--- src/rtl/core/fat12_cluster_chain_engine_top_assert.svh ---
// ----------------------------------------------------------------------------
// FAT12 cluster chain engine assertion macros
// Property helpers used at the end of the top level.
// ----------------------------------------------------------------------------
`ifndef FAT12_CLUSTER_CHAIN_ENGINE_TOP_ASSERT_SVH
`define FAT12_CLUSTER_CHAIN_ENGINE_TOP_ASSERT_SVH

// same-cycle implication, checked out of reset
`define FCCE_ASSERT_NOW(lbl, ante, cons, msg) \
    lbl: assert property (@(posedge i_clk) disable iff (!i_rst_n) (ante) |-> (cons)) \
        else $error(msg);

// next-cycle implication, checked out of reset
`define FCCE_ASSERT_NEXT(lbl, ante, cons, msg) \
    lbl: assert property (@(posedge i_clk) disable iff (!i_rst_n) (ante) |=> (cons)) \
        else $error(msg);

`endif

--- src/rtl/core/fat12cce_pkg.sv ---
// ----------------------------------------------------------------------------
// FAT12 cluster chain engine package
// Shared types, codes and constants of the cluster chain engine.
// ----------------------------------------------------------------------------
package fat12cce_pkg;

    localparam int CLU_W       = 12;
    localparam int CNT_W       = 13;
    localparam int ENTRIES_DEF = 4096;
    localparam int Q_DEPTH_DEF = 2;

    localparam logic [CNT_W-1:0] CNT_RESET = 13'd4096;
    localparam logic [CLU_W-1:0] END_MARK  = 12'hFF8;
    localparam logic [CLU_W-1:0] FREE_MARK = 12'h000;

    typedef enum logic [1:0] {
        OP_LOOKUP = 2'd0,
        OP_LINK   = 2'd1,
        OP_ALLOC  = 2'd2,
        OP_LOAD   = 2'd3
    } t_op;

    typedef enum logic [1:0] {
        ST_OK      = 2'd0,
        ST_REFUSED = 2'd1,
        ST_NOFREE  = 2'd2,
        ST_RANGE   = 2'd3
    } t_status;

    typedef struct packed {
        t_op              op;
        logic [CLU_W-1:0] cluster;
        logic [CLU_W-1:0] value;
    } t_req;

    typedef struct packed {
        t_status          status;
        logic [CLU_W-1:0] result_cluster;
    } t_rsp;

    // request as classified by the front part
    typedef struct packed {
        t_req req;
        logic oor;
    } t_cmd;

endpackage

--- src/rtl/core/fat12cce_queue.sv ---
// ----------------------------------------------------------------------------
// FAT12 cluster chain engine queue
// Small register queue with push/full and pop/empty sides.
// ----------------------------------------------------------------------------
module fat12cce_queue #(
    parameter int WIDTH = 1,
    parameter int DEPTH = fat12cce_pkg::Q_DEPTH_DEF
) (
    input  logic             i_clk,
    input  logic             i_rst_n,
    input  logic             i_wr,
    output logic             o_full,
    input  logic [WIDTH-1:0] i_wdata,
    input  logic             i_rd,
    output logic             o_empty,
    output logic [WIDTH-1:0] o_rdata
);

    localparam int PW = (DEPTH > 1) ? $clog2(DEPTH) : 1;
    localparam int CW = $clog2(DEPTH + 1);

    logic [WIDTH-1:0] r_data [DEPTH];
    logic [PW-1:0]    r_wptr, n_wptr;
    logic [PW-1:0]    r_rptr, n_rptr;
    logic [CW-1:0]    r_cnt,  n_cnt;
    logic             wr_en, rd_en;

    assign o_full  = (r_cnt == CW'(DEPTH));
    assign o_empty = (r_cnt == '0);
    assign o_rdata = r_data[r_rptr];
    assign wr_en   = i_wr && !o_full;
    assign rd_en   = i_rd && !o_empty;

    always_comb begin
        n_wptr = r_wptr;
        n_rptr = r_rptr;
        n_cnt  = r_cnt;
        if (wr_en) begin
            n_wptr = (r_wptr == PW'(DEPTH - 1)) ? '0 : r_wptr + PW'(1);
        end
        if (rd_en) begin
            n_rptr = (r_rptr == PW'(DEPTH - 1)) ? '0 : r_rptr + PW'(1);
        end
        if (wr_en && !rd_en) begin
            n_cnt = r_cnt + CW'(1);
        end else if (rd_en && !wr_en) begin
            n_cnt = r_cnt - CW'(1);
        end
    end

    always_ff @(posedge i_clk) begin
        if (!i_rst_n) begin
            r_wptr <= '0;
            r_rptr <= '0;
            r_cnt  <= '0;
        end else begin
            r_wptr <= n_wptr;
            r_rptr <= n_rptr;
            r_cnt  <= n_cnt;
        end
    end

    always_ff @(posedge i_clk) begin
        if (wr_en) begin
            r_data[r_wptr] <= i_wdata;
        end
    end

endmodule

--- config.mk ---
export PLATFORM = sky130hd
export DESIGN_NAME = fat12cce_queue
export DESIGN_NICKNAME = d
export VERILOG_FILES = /design/src/rtl/core/fat12_cluster_chain_engine_top_assert.svh /design/src/rtl/core/fat12cce_pkg.sv /design/src/rtl/core/fat12cce_queue.sv
export SDC_FILE = /design/constraint.sdc
export NUM_CORES = 1
export LEC_CHECK = 0
export BUFFER_PORTS_ARGS = -buffer_cell sky130_fd_sc_hd__buf_2
export CAP_MARGIN = 30
export CORE_AREA = 2 2 39 41
export CTS_BUF_LIST = sky130_fd_sc_hd__clkbuf_4 sky130_fd_sc_hd__clkbuf_8
export DETAILED_ROUTE_END_ITERATION = 16
export DIE_AREA = 0 0 41 43
export PLACE_DENSITY_LB_ADDON = 0.05
export SETUP_SLACK_MARGIN = 0.4
export SLEW_MARGIN = 0
export SYNTH_ARGS = -nofsm -noshare
export SYNTH_HDL_FRONTEND = slang
export SYNTH_SLANG_ARGS = --single-unit
--- constraint.sdc ---
create_clock -name i_clk -period 1.7 [get_ports i_clk]
set_input_delay 0.085 -clock i_clk [delete_from_list [all_inputs] [get_ports i_clk]]
set_output_delay 0.085 -clock i_clk [all_outputs]
set_load 0.01 [all_outputs]
== Word-level counts from Yosys, hierarchy flattened ==
Memories as Yosys holds them, arrays and structs flattened. A register that Yosys moved wholly into a read port is not among the register bits.
Cells that the tools add are included.
Word-level totals
  register bits after elaboration: 4
  logic and storage cells: 27
  output and inout bits: 3
  input bits: 5
  memories kept: 1
  RAM bits: 2
Memory list
  r_data: words 2, bits a word 1, read ports 1, clocked after Yosys merged registers in 1, write ports 1, line fat12cce_queue.sv:22  | logic [WIDTH-1:0] r_data [DEPTH];
Cells by class
  equality and inequality tests: 1
  add/sub/neg operators: 4
  multiplexer cells: 8
  reductions and logical operators: 10
Operators with widths (number)
  $mux W1: 6
  $logic_and A1 B1 Y1: 4
  $logic_not A1 Y1: 4
  $mux W2: 2
  $add A1 B1 Y1 const B: 2
  $add A2 B1 Y2 const B: 1
  $eq A2 B2 Y1 const B: 1
  $logic_not A2 Y1: 1
  $reduce_bool A2 Y1: 1
  $sub A2 B1 Y2 const B: 1

== Logic depth before layout (Yosys ltp) ==
  depth after elaboration: 7
  gate-level depth with buffers: 7

== Worst setup path after synthesis ==
Ideal clock, no wire load.
  path kind: flip-flop to flip-flop
  start: register r_cnt[0]
  end: register r_cnt[1]
  arrival time: 1.401 ns
  path buffers: 0
  data required time: 1.630 ns
  setup time: 0.070 ns
  slack: 0.229 ns
  stages on the path, launching flop included: 7
  cell sequence: dfxtp_1 -> nand2b_1 -> inv_2 -> nor2_1 -> ha_1 -> or3_1 -> a21boi_1
On the way
  cells in the longest elaborated chain, start to end: 6
RTL lines
  from (decl): line fat12cce_queue.sv:25  | logic [CW-1:0] r_cnt, n_cnt;
  from (signal assigned): line fat12cce_queue.sv:59  | r_cnt <= n_cnt;
  $eq A2 B2 Y1 *: line fat12cce_queue.sv:28  | assign o_full = (r_cnt == CW'(DEPTH));
  net o_full: line fat12cce_queue.sv:12  | output logic o_full,
  $logic_not A1 Y1 *: line fat12cce_queue.sv:31  | assign wr_en = i_wr && !o_full;
  $logic_and A1 B1 Y1 *: line fat12cce_queue.sv:31
  $logic_not A1 Y1: line fat12cce_queue.sv:46  | end else if (rd_en && !wr_en) begin
  $logic_and A1 B1 Y1: line fat12cce_queue.sv:46
  $reduce_bool A2 Y1 (no source line)
The timed path passes the listed nets; every way through them passes the cells marked *. The select of a mux whose other input is x is not followed.
A chain may end at the register's enable or synchronous reset.

== Worst setup path after layout ==
  start: register r_cnt[0]
  end: register r_cnt[1]
On the way
  cells in the longest elaborated chain, start to end: 6
RTL lines (line)
  $eq A2 B2 Y1 or $logic_not A2 Y1 (tied branches): fat12cce_queue.sv:28, fat12cce_queue.sv:29
  $logic_not A1 Y1, on equally long branches: fat12cce_queue.sv:31, fat12cce_queue.sv:32
  $logic_and A1 B1 Y1, on equally long branches: fat12cce_queue.sv:31, fat12cce_queue.sv:32
  $logic_not A1 Y1, on equally long branches: fat12cce_queue.sv:46, fat12cce_queue.sv:44
  $logic_and A1 B1 Y1, on equally long branches: fat12cce_queue.sv:46, fat12cce_queue.sv:44
  $reduce_bool A2 Y1 (no source line) or $mux W2 (tied branches)
Parallel ways exist; a longest one is shown, timed or not. The select of a mux whose other input is x is not followed.

==> flow_metrics.tcl <==
set metrics [dict create \
    status "finished clean" \
    vias 255 \
    via_per_inst 4.180 \
    nFillCells 133 \
    syn2layout_area_growth_pct 55.33 \
    grt_usage 0.09485 \
    slowest_stage "dfxtp_4" \
    fin_tns_setup_ps 0 \
    cts_buffers 3 \
    cts-hold-fix-buffers 0 \
    use_met1 0.1013 \
    worstHoldPathType "input port to flip-flop" \
    final_nets 52 \
    synthesis.area_sq_um 305.3 \
    fmax_mhz 723.9 \
    synthesis.area_per_instance_sq_um 10.90 \
    layout-drive-gt1-share 0.5778 \
    vdd_drop_max_mv 0.5194 \
    clkLatencyLatePin_ps 250 \
    timing.hold.ws_ps 24.77 \
    antennaDiodeCount 0 \
    fin_skew_ps 5.359 \
    synthDistinctLibCells 19 \
    grt_start_max_net_pins 6 \
    dr.pass1.iters 2 \
    busiest_layer "met2" \
    dpl.cell_count 51 \
    hp-start "i_wdata" \
    routabilityCongestion 0.6618 \
    hold_depth 1 \
    cp.required_ps 1880 \
    cts_max_level 1 \
    critPathMaxFanout 4 \
    drc 0 \
    placed_area_sq_um 376.6 \
    timing.rr.start "r_cnt[0]" \
    rows 14 \
    arrival_ps 1560 \
    cp_cell_sequence "nand2b_4 > inv_4 > nor2_4 > ha_4 > xor2_1 > or3_1 > a21boi_1" \
    clk_root_buffer_cell "clkbuf_4" \
    clock_path_buffers 2 \
    relSlewSlack 0.8483 \
    cts_num_sinks 7 \
    synth_nets 34 \
    finalSetupViolCount 0 \
    cts_tree "yes" \
    drtIter0Drc 7 \
    p_leak_nw 0.2067 \
    hold_viol 0 \
    worst_slew_pin_slew_ps 227.4 \
    grt_pass1_wl_microns 1048 \
    worstSetupStartpointType "flip-flop" \
    fp.coreArea_sq_mm 0.001384 \
    reg2reg_to "r_cnt[1]" \
    portBuffers 7 \
    dp_hpwl_microns 422.8 \
    pwr_density_cell_mw_per_mm2 1750 \
    die_x_microns 41 \
    cap_viol_max_count 0 \
    overflow 0 \
    start_util 0.2206 \
    ff2ff_setup_slack_ps 320 \
    fin_crit_sh 0.8125 \
    grt_pass1_vias 260 \
    whs_endpoint "r_data[0]" \
    ios 8 \
    path_class "flip-flop to flip-flop" \
    postSynthCellCount 28 \
    slew_violations 0 \
    yosysWarnings 0 \
    stdcell_count 61 \
    groute.layer.met3.usage 0.03141 \
    antenna_left 0 \
    cp_slowest_stage_delay_ps 350 \
    ys_seq_area_frac 0.5246 \
    die_area_sq_mm 0.001763 \
    rsz0062_at_grt "true" \
    pre_cts_ws_ps 253.6 \
    r2r_cells 7 \
    wl_per_cell_microns 10.28 \
    clkSlewWorstSetupHoldPaths_ps 60 \
    fin_area_sq_um 474.2 \
    dieHeight_microns 43 \
    antenna_found_initial 0 \
    setup_slack_ps 318.7 \
    grtUsageMet2 0.1406 \
    postRouteWirelength_microns 627 \
    ys_seq_elements 7 \
    fin_crit_ps 1381 \
    end_kind "flip-flop" \
]
area by class of cell:
class	instances	area [sq um]	area share
multi-input combinational	19	168.9	0.3562
sequential	7	165.2	0.3483
timing repair buffer	13	80.08	0.1689
clock buffer	4	30.03	0.06332
tap	16	20.02	0.04222
inverter	2	10.01	0.02111
critical path: cells and delay by family (launching register included):
family / cells / cell delay, ps
AO/OA/AOI/OAI: 1 / 130
buffers and inverters: 1 / 60
AND/OR/NAND/NOR: 3 / 480
XOR/XNOR: 1 / 130
flip-flops: 1 / 350
adder cells (fa/ha/maj): 1 / 150
synth_stat cells, drive strengths merged:
| cell | number | share of area |
|---|---|---|
| dfxtp | 5 | 0.33 |
| and2 | 3 | 0.061 |
| a21boi | 2 | 0.049 |
| edfxtp | 2 | 0.20 |
| inv | 2 | 0.025 |
| nor2 | 2 | 0.025 |
| o21ai | 2 | 0.033 |
| xnor2 | 2 | 0.057 |
| and3 | 1 | 0.021 |
| ha | 1 | 0.041 |
| mux2 | 1 | 0.037 |
| nand2b | 1 | 0.021 |
| nor3 | 1 | 0.033 |
| o21a | 1 | 0.025 |
| or3 | 1 | 0.021 |
| xor2 | 1 | 0.029 |
cells in the final DEF (no fill, tap or decap), drive strengths merged:
cell	netlist	final
and2	3	3
or3	1	1
xor2	1	1
o21ai	2	2
edfxtp	2	2
a21boi	2	2
inv	2	2
nor2	2	2
nand2b	1	1
ha	1	1
xnor2	2	2
clkbuf	0	4
buf	0	13
nor3	1	1
dfxtp	5	5
mux2	1	1
and3	1	1
o21a	1	1
routing by layer:
layer	up-vias	part of all wire	routed length, microns
li1	131	-	-
met1	121	0.41	255
met2	3	0.55	345
met3	0	0.041	26
met4	0	0	0
met5	-	0	0
kinds of logic (layout without fill, tap and decap cells):
kind of cell | Yosys count | in the layout | share of synthesized area
adder cells (fa/ha/maj) | 1 | 1 | 0.04098
AND/OR/NAND/NOR | 9 | 9 | 0.1804
flip-flops | 7 | 7 | 0.5246
buffers and inverters | 2 | 19 | 0.02457
AO/OA/AOI/OAI | 5 | 5 | 0.1066
XOR/XNOR | 3 | 3 | 0.08608
multiplexers | 1 | 1 | 0.03688
report_power, final:
| group | leakage, nW | switching (mW) | internal, mW |
|---|---|---|---|
| registers | 0.0609 | 0.0421 | 0.232 |
| clock network | 0.0184 | 0.0676 | 0.106 |
| logic | 0.127 | 0.157 | 0.225 |
metrics by stage:
stage / utilization / power, mW
after global placement: 0.2722 / 0.5349
final: 0.3427 / 0.8300
after detailed placement: 0.2722 / 0.5400
after CTS: 0.3373 / 0.8184
after floorplan: - / 0.4707
after global routing: 0.3427 / 0.8908
worst max path at each step:
| stage | from | endpoint | slack (ps) | cells after the start |
|---|---|---|---|---|
| after floorplan | r_cnt[0] | r_cnt[1] | 310 | 7 |
| after global placement | r_cnt[0] | r_cnt[1] | 280 | 6 |
| after detailed placement | r_cnt[1] | r_cnt[1] | 250 | 7 |
| after CTS | r_cnt[0] | r_cnt[1] | 300 | 6 |
| after global routing | r_cnt[0] | r_cnt[1] | 270 | 6 |
| final | r_cnt[0] | r_cnt[1] | 320 | 7 |
repair_timing:
action | CTS | global route
buffers inserted | 5 | 1
gates resized for setup | 5 | 0
endpoints found under the setup margin | 2 | 2
hold endpoints to repair | 0 | 0
pin swaps | 4 | 2
Power figures use the tool's default switching activity.
