### config.mk
export PLATFORM = sky130hd
export DESIGN_NAME = fat12cce_front
export DESIGN_NICKNAME = d
export VERILOG_FILES = /design/src/rtl/core/fat12_cluster_chain_engine_top_assert.svh /design/src/rtl/core/fat12cce_pkg.sv /design/src/rtl/core/fat12cce_queue.sv /design/src/rtl/core/fat12cce_front.sv
export SDC_FILE = /design/constraint.sdc
export NUM_CORES = 1
export LEC_CHECK = 0
export ABC_AREA = 0
export BUFFER_PORTS_ARGS = -buffer_cell sky130_fd_sc_hd__buf_2
export CORE_MARGIN = 1.5
export CORE_UTILIZATION = 40
export CTS_CLUSTER_SIZE = 25
export DETAILED_ROUTE_END_ITERATION = 10
export HOLD_SLACK_MARGIN = 0.08
export PLACE_DENSITY = 0.68
export REMOVE_ABC_BUFFERS = 1
export SYNTH_ARGS = -nofsm -noshare
export SYNTH_HDL_FRONTEND = slang
export SYNTH_SLANG_ARGS = --single-unit
### constraint.sdc
create_clock -name i_clk -period 2.3 [get_ports i_clk]
set_input_delay 0.115 -clock i_clk [delete_from_list [all_inputs] [get_ports i_clk]]
set_output_delay 0.115 -clock i_clk [all_outputs]
set_load 0.01 [all_outputs]
### src/rtl/core/fat12_cluster_chain_engine_top_assert.svh
// ----------------------------------------------------------------------------
// FAT12 cluster chain engine assertion macros
// Property helpers used at the end of the top level.
// ----------------------------------------------------------------------------
`ifndef FAT12_CLUSTER_CHAIN_ENGINE_TOP_ASSERT_SVH
`define FAT12_CLUSTER_CHAIN_ENGINE_TOP_ASSERT_SVH

// same-cycle implication, checked out of reset
`define FCCE_ASSERT_NOW(lbl, ante, cons, msg) \
    lbl: assert property (@(posedge i_clk) disable iff (!i_rst_n) (ante) |-> (cons)) \
        else $error(msg);

// next-cycle implication, checked out of reset
`define FCCE_ASSERT_NEXT(lbl, ante, cons, msg) \
    lbl: assert property (@(posedge i_clk) disable iff (!i_rst_n) (ante) |=> (cons)) \
        else $error(msg);

`endif

### src/rtl/core/fat12cce_pkg.sv
// ----------------------------------------------------------------------------
// FAT12 cluster chain engine package
// Shared types, codes and constants of the cluster chain engine.
// ----------------------------------------------------------------------------
package fat12cce_pkg;

    localparam int CLU_W       = 12;
    localparam int CNT_W       = 13;
    localparam int ENTRIES_DEF = 4096;
    localparam int Q_DEPTH_DEF = 2;

    localparam logic [CNT_W-1:0] CNT_RESET = 13'd4096;
    localparam logic [CLU_W-1:0] END_MARK  = 12'hFF8;
    localparam logic [CLU_W-1:0] FREE_MARK = 12'h000;

    typedef enum logic [1:0] {
        OP_LOOKUP = 2'd0,
        OP_LINK   = 2'd1,
        OP_ALLOC  = 2'd2,
        OP_LOAD   = 2'd3
    } t_op;

    typedef enum logic [1:0] {
        ST_OK      = 2'd0,
        ST_REFUSED = 2'd1,
        ST_NOFREE  = 2'd2,
        ST_RANGE   = 2'd3
    } t_status;

    typedef struct packed {
        t_op              op;
        logic [CLU_W-1:0] cluster;
        logic [CLU_W-1:0] value;
    } t_req;

    typedef struct packed {
        t_status          status;
        logic [CLU_W-1:0] result_cluster;
    } t_rsp;

    // request as classified by the front part
    typedef struct packed {
        t_req req;
        logic oor;
    } t_cmd;

endpackage

### src/rtl/core/fat12cce_queue.sv
// ----------------------------------------------------------------------------
// FAT12 cluster chain engine queue
// Small register queue with push/full and pop/empty sides.
// ----------------------------------------------------------------------------
module fat12cce_queue #(
    parameter int WIDTH = 1,
    parameter int DEPTH = fat12cce_pkg::Q_DEPTH_DEF
) (
    input  logic             i_clk,
    input  logic             i_rst_n,
    input  logic             i_wr,
    output logic             o_full,
    input  logic [WIDTH-1:0] i_wdata,
    input  logic             i_rd,
    output logic             o_empty,
    output logic [WIDTH-1:0] o_rdata
);

    localparam int PW = (DEPTH > 1) ? $clog2(DEPTH) : 1;
    localparam int CW = $clog2(DEPTH + 1);

    logic [WIDTH-1:0] r_data [DEPTH];
    logic [PW-1:0]    r_wptr, n_wptr;
    logic [PW-1:0]    r_rptr, n_rptr;
    logic [CW-1:0]    r_cnt,  n_cnt;
    logic             wr_en, rd_en;

    assign o_full  = (r_cnt == CW'(DEPTH));
    assign o_empty = (r_cnt == '0);
    assign o_rdata = r_data[r_rptr];
    assign wr_en   = i_wr && !o_full;
    assign rd_en   = i_rd && !o_empty;

    always_comb begin
        n_wptr = r_wptr;
        n_rptr = r_rptr;
        n_cnt  = r_cnt;
        if (wr_en) begin
            n_wptr = (r_wptr == PW'(DEPTH - 1)) ? '0 : r_wptr + PW'(1);
        end
        if (rd_en) begin
            n_rptr = (r_rptr == PW'(DEPTH - 1)) ? '0 : r_rptr + PW'(1);
        end
        if (wr_en && !rd_en) begin
            n_cnt = r_cnt + CW'(1);
        end else if (rd_en && !wr_en) begin
            n_cnt = r_cnt - CW'(1);
        end
    end

    always_ff @(posedge i_clk) begin
        if (!i_rst_n) begin
            r_wptr <= '0;
            r_rptr <= '0;
            r_cnt  <= '0;
        end else begin
            r_wptr <= n_wptr;
            r_rptr <= n_rptr;
            r_cnt  <= n_cnt;
        end
    end

    always_ff @(posedge i_clk) begin
        if (wr_en) begin
            r_data[r_wptr] <= i_wdata;
        end
    end

endmodule

### src/rtl/core/fat12cce_front.sv
// ----------------------------------------------------------------------------
// FAT12 cluster chain engine front
// Accepts requests, flags out-of-range indexes and queues them for the back.
// ----------------------------------------------------------------------------
module fat12cce_front #(
    parameter int ENTRIES = fat12cce_pkg::ENTRIES_DEF,
    parameter int Q_DEPTH = fat12cce_pkg::Q_DEPTH_DEF
) (
    input  logic                       i_clk,
    input  logic                       i_rst_n,
    input  logic                       i_push,
    output logic                       o_full,
    input  fat12cce_pkg::t_req         i_req,
    input  logic [$clog2(ENTRIES):0]   i_limit,
    output logic                       o_cmd_valid,
    output fat12cce_pkg::t_cmd         o_cmd,
    input  logic                       i_cmd_take
);

    localparam int CMD_W = $bits(fat12cce_pkg::t_cmd);

    fat12cce_pkg::t_cmd cmd_in;
    logic               no_parent;
    logic               q_empty;
    logic [CMD_W-1:0]   q_rdata;

    // allocate without a parent is never out of range
    assign no_parent  = (i_req.op == fat12cce_pkg::OP_ALLOC) && (i_req.cluster == '0);
    assign cmd_in.req = i_req;
    assign cmd_in.oor = !no_parent &&
        (fat12cce_pkg::CNT_W'(i_req.cluster) >= fat12cce_pkg::CNT_W'(i_limit));

    fat12cce_queue #(
        .WIDTH (CMD_W),
        .DEPTH (Q_DEPTH)
    ) u_cmd_q (
        .i_clk   (i_clk),
        .i_rst_n (i_rst_n),
        .i_wr    (i_push),
        .o_full  (o_full),
        .i_wdata (cmd_in),
        .i_rd    (i_cmd_take),
        .o_empty (q_empty),
        .o_rdata (q_rdata)
    );

    assign o_cmd_valid = !q_empty;
    assign o_cmd       = fat12cce_pkg::t_cmd'(q_rdata);

endmodule

[Word level (Yosys, flattened, before mapping)]
Memories as Yosys holds them, arrays and structs flattened. A register that Yosys moved wholly into a read port is not among the register bits.
Index checks and enable logic that the tools add are counted.
Storage, ports and cells
  bits in registers: 4
  bits in writable memories: 54
  input port bits: 43
  memories: 1
Memories
  u_cmd_q.r_data: depth 2, width 27, rd ports 1, clocked after Yosys merged registers in 1, wr ports 1, RTL line fat12cce_queue.sv:22  | logic [WIDTH-1:0] r_data [DEPTH];
Operators by class
  $add $sub $neg: 4
  magnitude comparators: 1
  eq/ne operators: 2
  multiplexer cells: 8
  reduce and logical (&&, ||, !) cells: 14
Operator list (count)
  $ge A12 B13 Y1: 1
  $logic_not A12 Y1: 1
  $logic_and A1 B1 Y1: 6
  $mux W1: 6
  $logic_not A1 Y1: 5
  $eq A2 B2 Y1 const B: 2
  $mux W2: 2
  $add A1 B1 Y1 const B: 2
  $add A2 B1 Y2 const B: 1
  $logic_not A2 Y1: 1
  $reduce_bool A2 Y1: 1
  $sub A2 B1 Y2 const B: 1

[Depth between registers and ports, before layout]
  depth in word-level cells: 7
  gate-level depth with buffers: 7
  depth with buffers taken out: 7

[Modules after synthesis]
From an unflattened synthesis, not the netlist that was laid out.
Second synthesis, totals
  cells, all modules: 153
  area total of the unflattened synthesis: 2516.2 um^2
By module, submodules not included
  fat12cce_queue: times used 1, cells an instance 109, area each 2179.6 um^2, sequential area each 1721.7 um^2
  fat12cce_front: times used 1, cells an instance 44, area each 336.6 um^2, sequential area each 0.0 um^2

[Least setup slack after synthesis]
Ideal clock, no wire load.
  path kind: register -> register
  start: register u_cmd_q.r_cnt[0]
  end: memory u_cmd_q.r_data[0][0] in the netlist's numbering, enable pin
  arrival: 1.756 ns
  data required time: 1.889 ns
  setup slack: 0.133 ns
  cell stages (with the launch flop): 4
  buffers on the path: 0
  cell sequence: dfxtp_1 > nand2b_1 > nand2_1 > nor2_1
On the way
  word-level cells in the longest chain between the ends: 5
RTL lines
  from (decl): RTL line fat12cce_queue.sv:25  | logic [CW-1:0] r_cnt, n_cnt;
  from (signal assigned): RTL line fat12cce_queue.sv:59  | r_cnt <= n_cnt;
  $eq A2 B2 Y1: RTL line fat12cce_queue.sv:28  | assign o_full = (r_cnt == CW'(DEPTH));
  $logic_not A1 Y1: RTL line fat12cce_queue.sv:31  | assign wr_en = i_wr && !o_full;
  $logic_and A1 B1 Y1: RTL line fat12cce_queue.sv:31
  $mux W1: RTL line fat12cce_queue.sv:64  | if (wr_en) begin
  $mux W1 (not written as such): RTL line fat12cce_queue.sv:65  | r_data[r_wptr] <= i_wdata;
  to (decl): RTL line fat12cce_queue.sv:22
Every way passes these cells.

==> Implementation_results.wiki <==
{| class="wikitable"
! Metric !! Value
|-
| Outcome || finished clean
|-
| Clock buffers created by TritonCTS || 9
|-
| Clock Latency Late Sink || 330 ps
|-
| Final Max Tran Viols || 0
|-
| Family with the most delay on the worst path || flip-flops
|-
| Buffers & Inverters on Critical Path || 2
|-
| Leading area contributor after synthesis || sky130_fd_sc_hd__edfxtp_1
|-
| Via density per instance || 4.73
|-
| Peak supply drop || 0.416 mV
|-
| Critical path's slowest cell || sky130_fd_sc_hd__dfxtp_1
|-
| Wirelength per Cell || 13.8 µm
|-
| Initial core utilization || 41.8%
|-
| Cells along the critical path || buf_12, mux2_2, buf_2
|-
| Fin Clk Skew || 9.65 ps
|-
| Die Y || 82.1 µm
|-
| Max-slew headroom || 64.4%
|-
| GRT Total Usage || 16.3%
|-
| Antenna violations before repair || 0
|-
| Largest incremental delay on the critical path || 650 ps
|-
| Fraction of synthesized cell area taken by the top area cell type || 64.7%
|-
| Vias || 1623
|-
| Setup crit start kind || register
|-
| Sequential cell area fraction in the yosys report || 68.7%
|-
| Clock Path Buffers || 2
|-
| Dominant combinational cell family by area after synthesis || multiplexers
|-
| Number of warnings reported in the yosys synthesis log || 0
|-
| Time the worst path needs with I/O delays and setup || 1820 ps
|-
| Worst Slack Setup Final || 479 ps
|-
| Distinct cell type count of the synthesized netlist || 32
|-
| Fraction of layout cells with a size suffix above 1 || 43.7%
|-
| Width of the die || 82.1 µm
|-
| Global-route wire length before repair || 7750 µm
|-
| Number of top-level pins || 72
|-
| Most Crowded Layer GR || met2
|-
| CP Data Arrival Time || 1710 ps
|-
| Utilization after layout || 57.3%
|-
| Met3 usage in global routing || 6.15%
|-
| Number of non-filler instances in the completed layout || 343
|-
| Post-layout nets || 319
|-
| Die outline area || 0.00675 mm²
|-
| Start-to-end type of the worst setup path || reg2out
|-
| Leading post-synthesis cells by cell area || sky130_fd_sc_hd__edfxtp_1 (65%), sky130_fd_sc_hd__mux2_2 (12%), sky130_fd_sc_hd__ha_1 (6.5%)
|-
| H-Tree Depth || 3
|-
| First drt pass iteration count || 4
|-
| Max Fclk || 549 MHz
|-
| Post-DP HPWL || 3180 µm
|-
| Top flip-flop cell by instance count after synthesis || sky130_fd_sc_hd__edfxtp_1
|-
| Remaining antenna violation count after routing || 0
|-
| Post-Synthesis Cell Area || 0.00250 mm²
|-
| Met1 track demand over resource || 17.3%
|-
| Diodes inserted || 0
|-
| Placed cell count || 300
|-
| RSZ-0062 raised after global routing || no
|-
| Element type at the critical path end || primary output
|-
| Cell count after synthesis || 152
|-
| Sinks on Clock Net || 59
|-
| Row cnt || 28
|-
| Post-detailed-routing wire length || 4740 µm
|-
| Share of the cycle needed by the critical path after routing || 79.2%
|-
| Share of the synthesized netlist area taken by xor and xnor gates || 1.40%
|-
| Place WS || 695 ps
|-
| Biggest fanout along the worst timing path || 17
|-
| Clock tree from TritonCTS || built
|-
| Number of global-route vias before repair || 1749
|-
| Weighted congestion reported at the end of routability-driven placement || 0.833
|-
| Data required time at the worst endpoint || 2180 ps
|-
| Async set-reset flop share out of synthesis || 0%
|-
| Global route total overflow || 0
|-
| Number of hold-slack violations in the final timing report || 0
|-
| Area share of fa/ha/maj cells after synthesis || 6.49%
|-
| Most used standard cells in the synthesized netlist || sky130_fd_sc_hd__edfxtp_1 (54), sky130_fd_sc_hd__mux2_2 (27), sky130_fd_sc_hd__inv_1 (14)
|-
| Area grow syn2layout || 37.0%
|-
| Max_cap viols || 0
|-
| Leakage power of the design || 0.00143 µW
|-
| Worst min-delay path category || in2reg
|-
| CTS root buf || sky130_fd_sc_hd__clkbuf_8
|-
| CORE AREA || 0.00599 mm²
|-
| Final Setup Violations || 0
|-
| Measured slew at the worst slew-check pin || 533 ps
|-
| Power per Cell Area || 921 mW/mm²
|-
| Setup TNS || 0 ps
|-
| Most common cell in the netlist || sky130_fd_sc_hd__edfxtp_1
|-
| First-iteration detailed-routing DRC count || 52
|-
| Share of cell area taken by muxes after synthesis || 12.1%
|-
| Largest net degree at the start of global routing || 18
|-
| Count of buffers from port buffering || 71
|-
| Simple-gate share of the synthesized area || 3.95%
|-
| EDFF count, synth || 54
|-
| DRC violation count after routing || 0
|-
| Average instance area after synthesis || 16.5 µm²
|-
| Clock-pin slew on the worst setup and hold paths || 60 ps
|-
| Total of flip-flops plus latches after synthesis || 59
|-
| Compound-Gate Fraction of Synth Area || 4.50%
|-
| Met2 capacity usage during global routing || 28.0%
|}
-- worst paths after layout --
check	endpoint	slack, ps	cells past startpoint	from
max reg2reg	u_cmd_q.r_cnt[1]	690	6	u_cmd_q.r_cnt[0]
min reg2reg	u_cmd_q.r_cnt[1]	520	2	u_cmd_q.r_cnt[1]
max	o_cmd[17]	480	3	register
min	u_cmd_q.r_data[0][0]	200	3	i_limit[12]
-- through the flow --
stage                     power, µW  hold WS, ps  area [µm²]
final                          3160          204        3430
after global routing           3360          198        3430
after CTS                      3220          175        3430
after detailed placement       2360          308        2990
after global placement         2340          306        2990
after floorplan                1990          214        2490
-- registers in the layout, indices dropped and copies added, names as in the netlist, named ones only --
name,cells
u_cmd_q.r_rptr,1
u_cmd_q.r_cnt,2
u_cmd_q.r_wptr,1
u_cmd_q.r_data,54
-- cells by family after synthesis --
family	Yosys count
adder cells (fa/ha/maj)	13
AO/OA/AOI/OAI	15
buffers and inverters	17
XOR/XNOR	4
flip-flops	59
AND/OR/NAND/NOR	17
multiplexers	27
-- layout by cell type (no fill, tap or decap), drive strengths merged --
cell	instances
nand2b	1
a21o	1
mux2	27
or3	1
nand4	1
a211o	2
edfxtp	54
o21a	1
clkinv	2
o211ai	1
a21oi	2
o2111ai	2
o211a	1
a221oi	1
nand2	2
nor4b	1
o21ai	2
dfxtp	5
nor2b	1
nor2	2
inv	14
and3	1
ha	13
a41oi	1
xnor2	3
and2	4
or2	1
a21boi	1
xor2	1
clkbuf	14
buf	76
nor4	2
dlygate4sd3	27
-- worst min-delay path: cells and delay by family --
family                 cells  cell delay [ps]
AO/OA/AOI/OAI              2              160
buffers and inverters      1               80
-- layer usage --
metal | vias up | part of all wire (%) | routed length, µm
met1 | 755 | 41 | 1930
li1 | 797 | - | -
met5 | - | 0 | 0
met4 | 0 | 1.2 | 58
met3 | 5 | 7.3 | 344
met2 | 66 | 51 | 2410
-- what timing repair did --
| action | CTS | global route |
|---|---|---|
| gates resized for setup | 0 | 0 |
| setup buffers | 0 | 0 |
| hold endpoints to repair | 57 | 0 |
| hold buffers | 27 | 0 |
-- final cells by class --
| class | count | area, µm² |
|---|---|---|
| Clock buffer | 14 | 163 |
| Fill cell | 501 | 2560 |
| Multi-Input combinational cell | 76 | 716 |
| Clock inverter | 2 | 10.0 |
| Inverter | 14 | 52.6 |
| Sequential cell | 59 | 1720 |
| Timing Repair Buffer | 103 | 676 |
| Tap cell | 75 | 93.8 |
-- power breakdown --
group	switching (µW)	total (µW)	leakage, µW	internal [µW]
clock	355	802	0.0000905	447
sequential	75.1	1450	0.000546	1380
combinational	435	906	0.000798	471
total	865	3160	0.00143	2290
No activity file was read; power rests on OpenSTA's default activity.
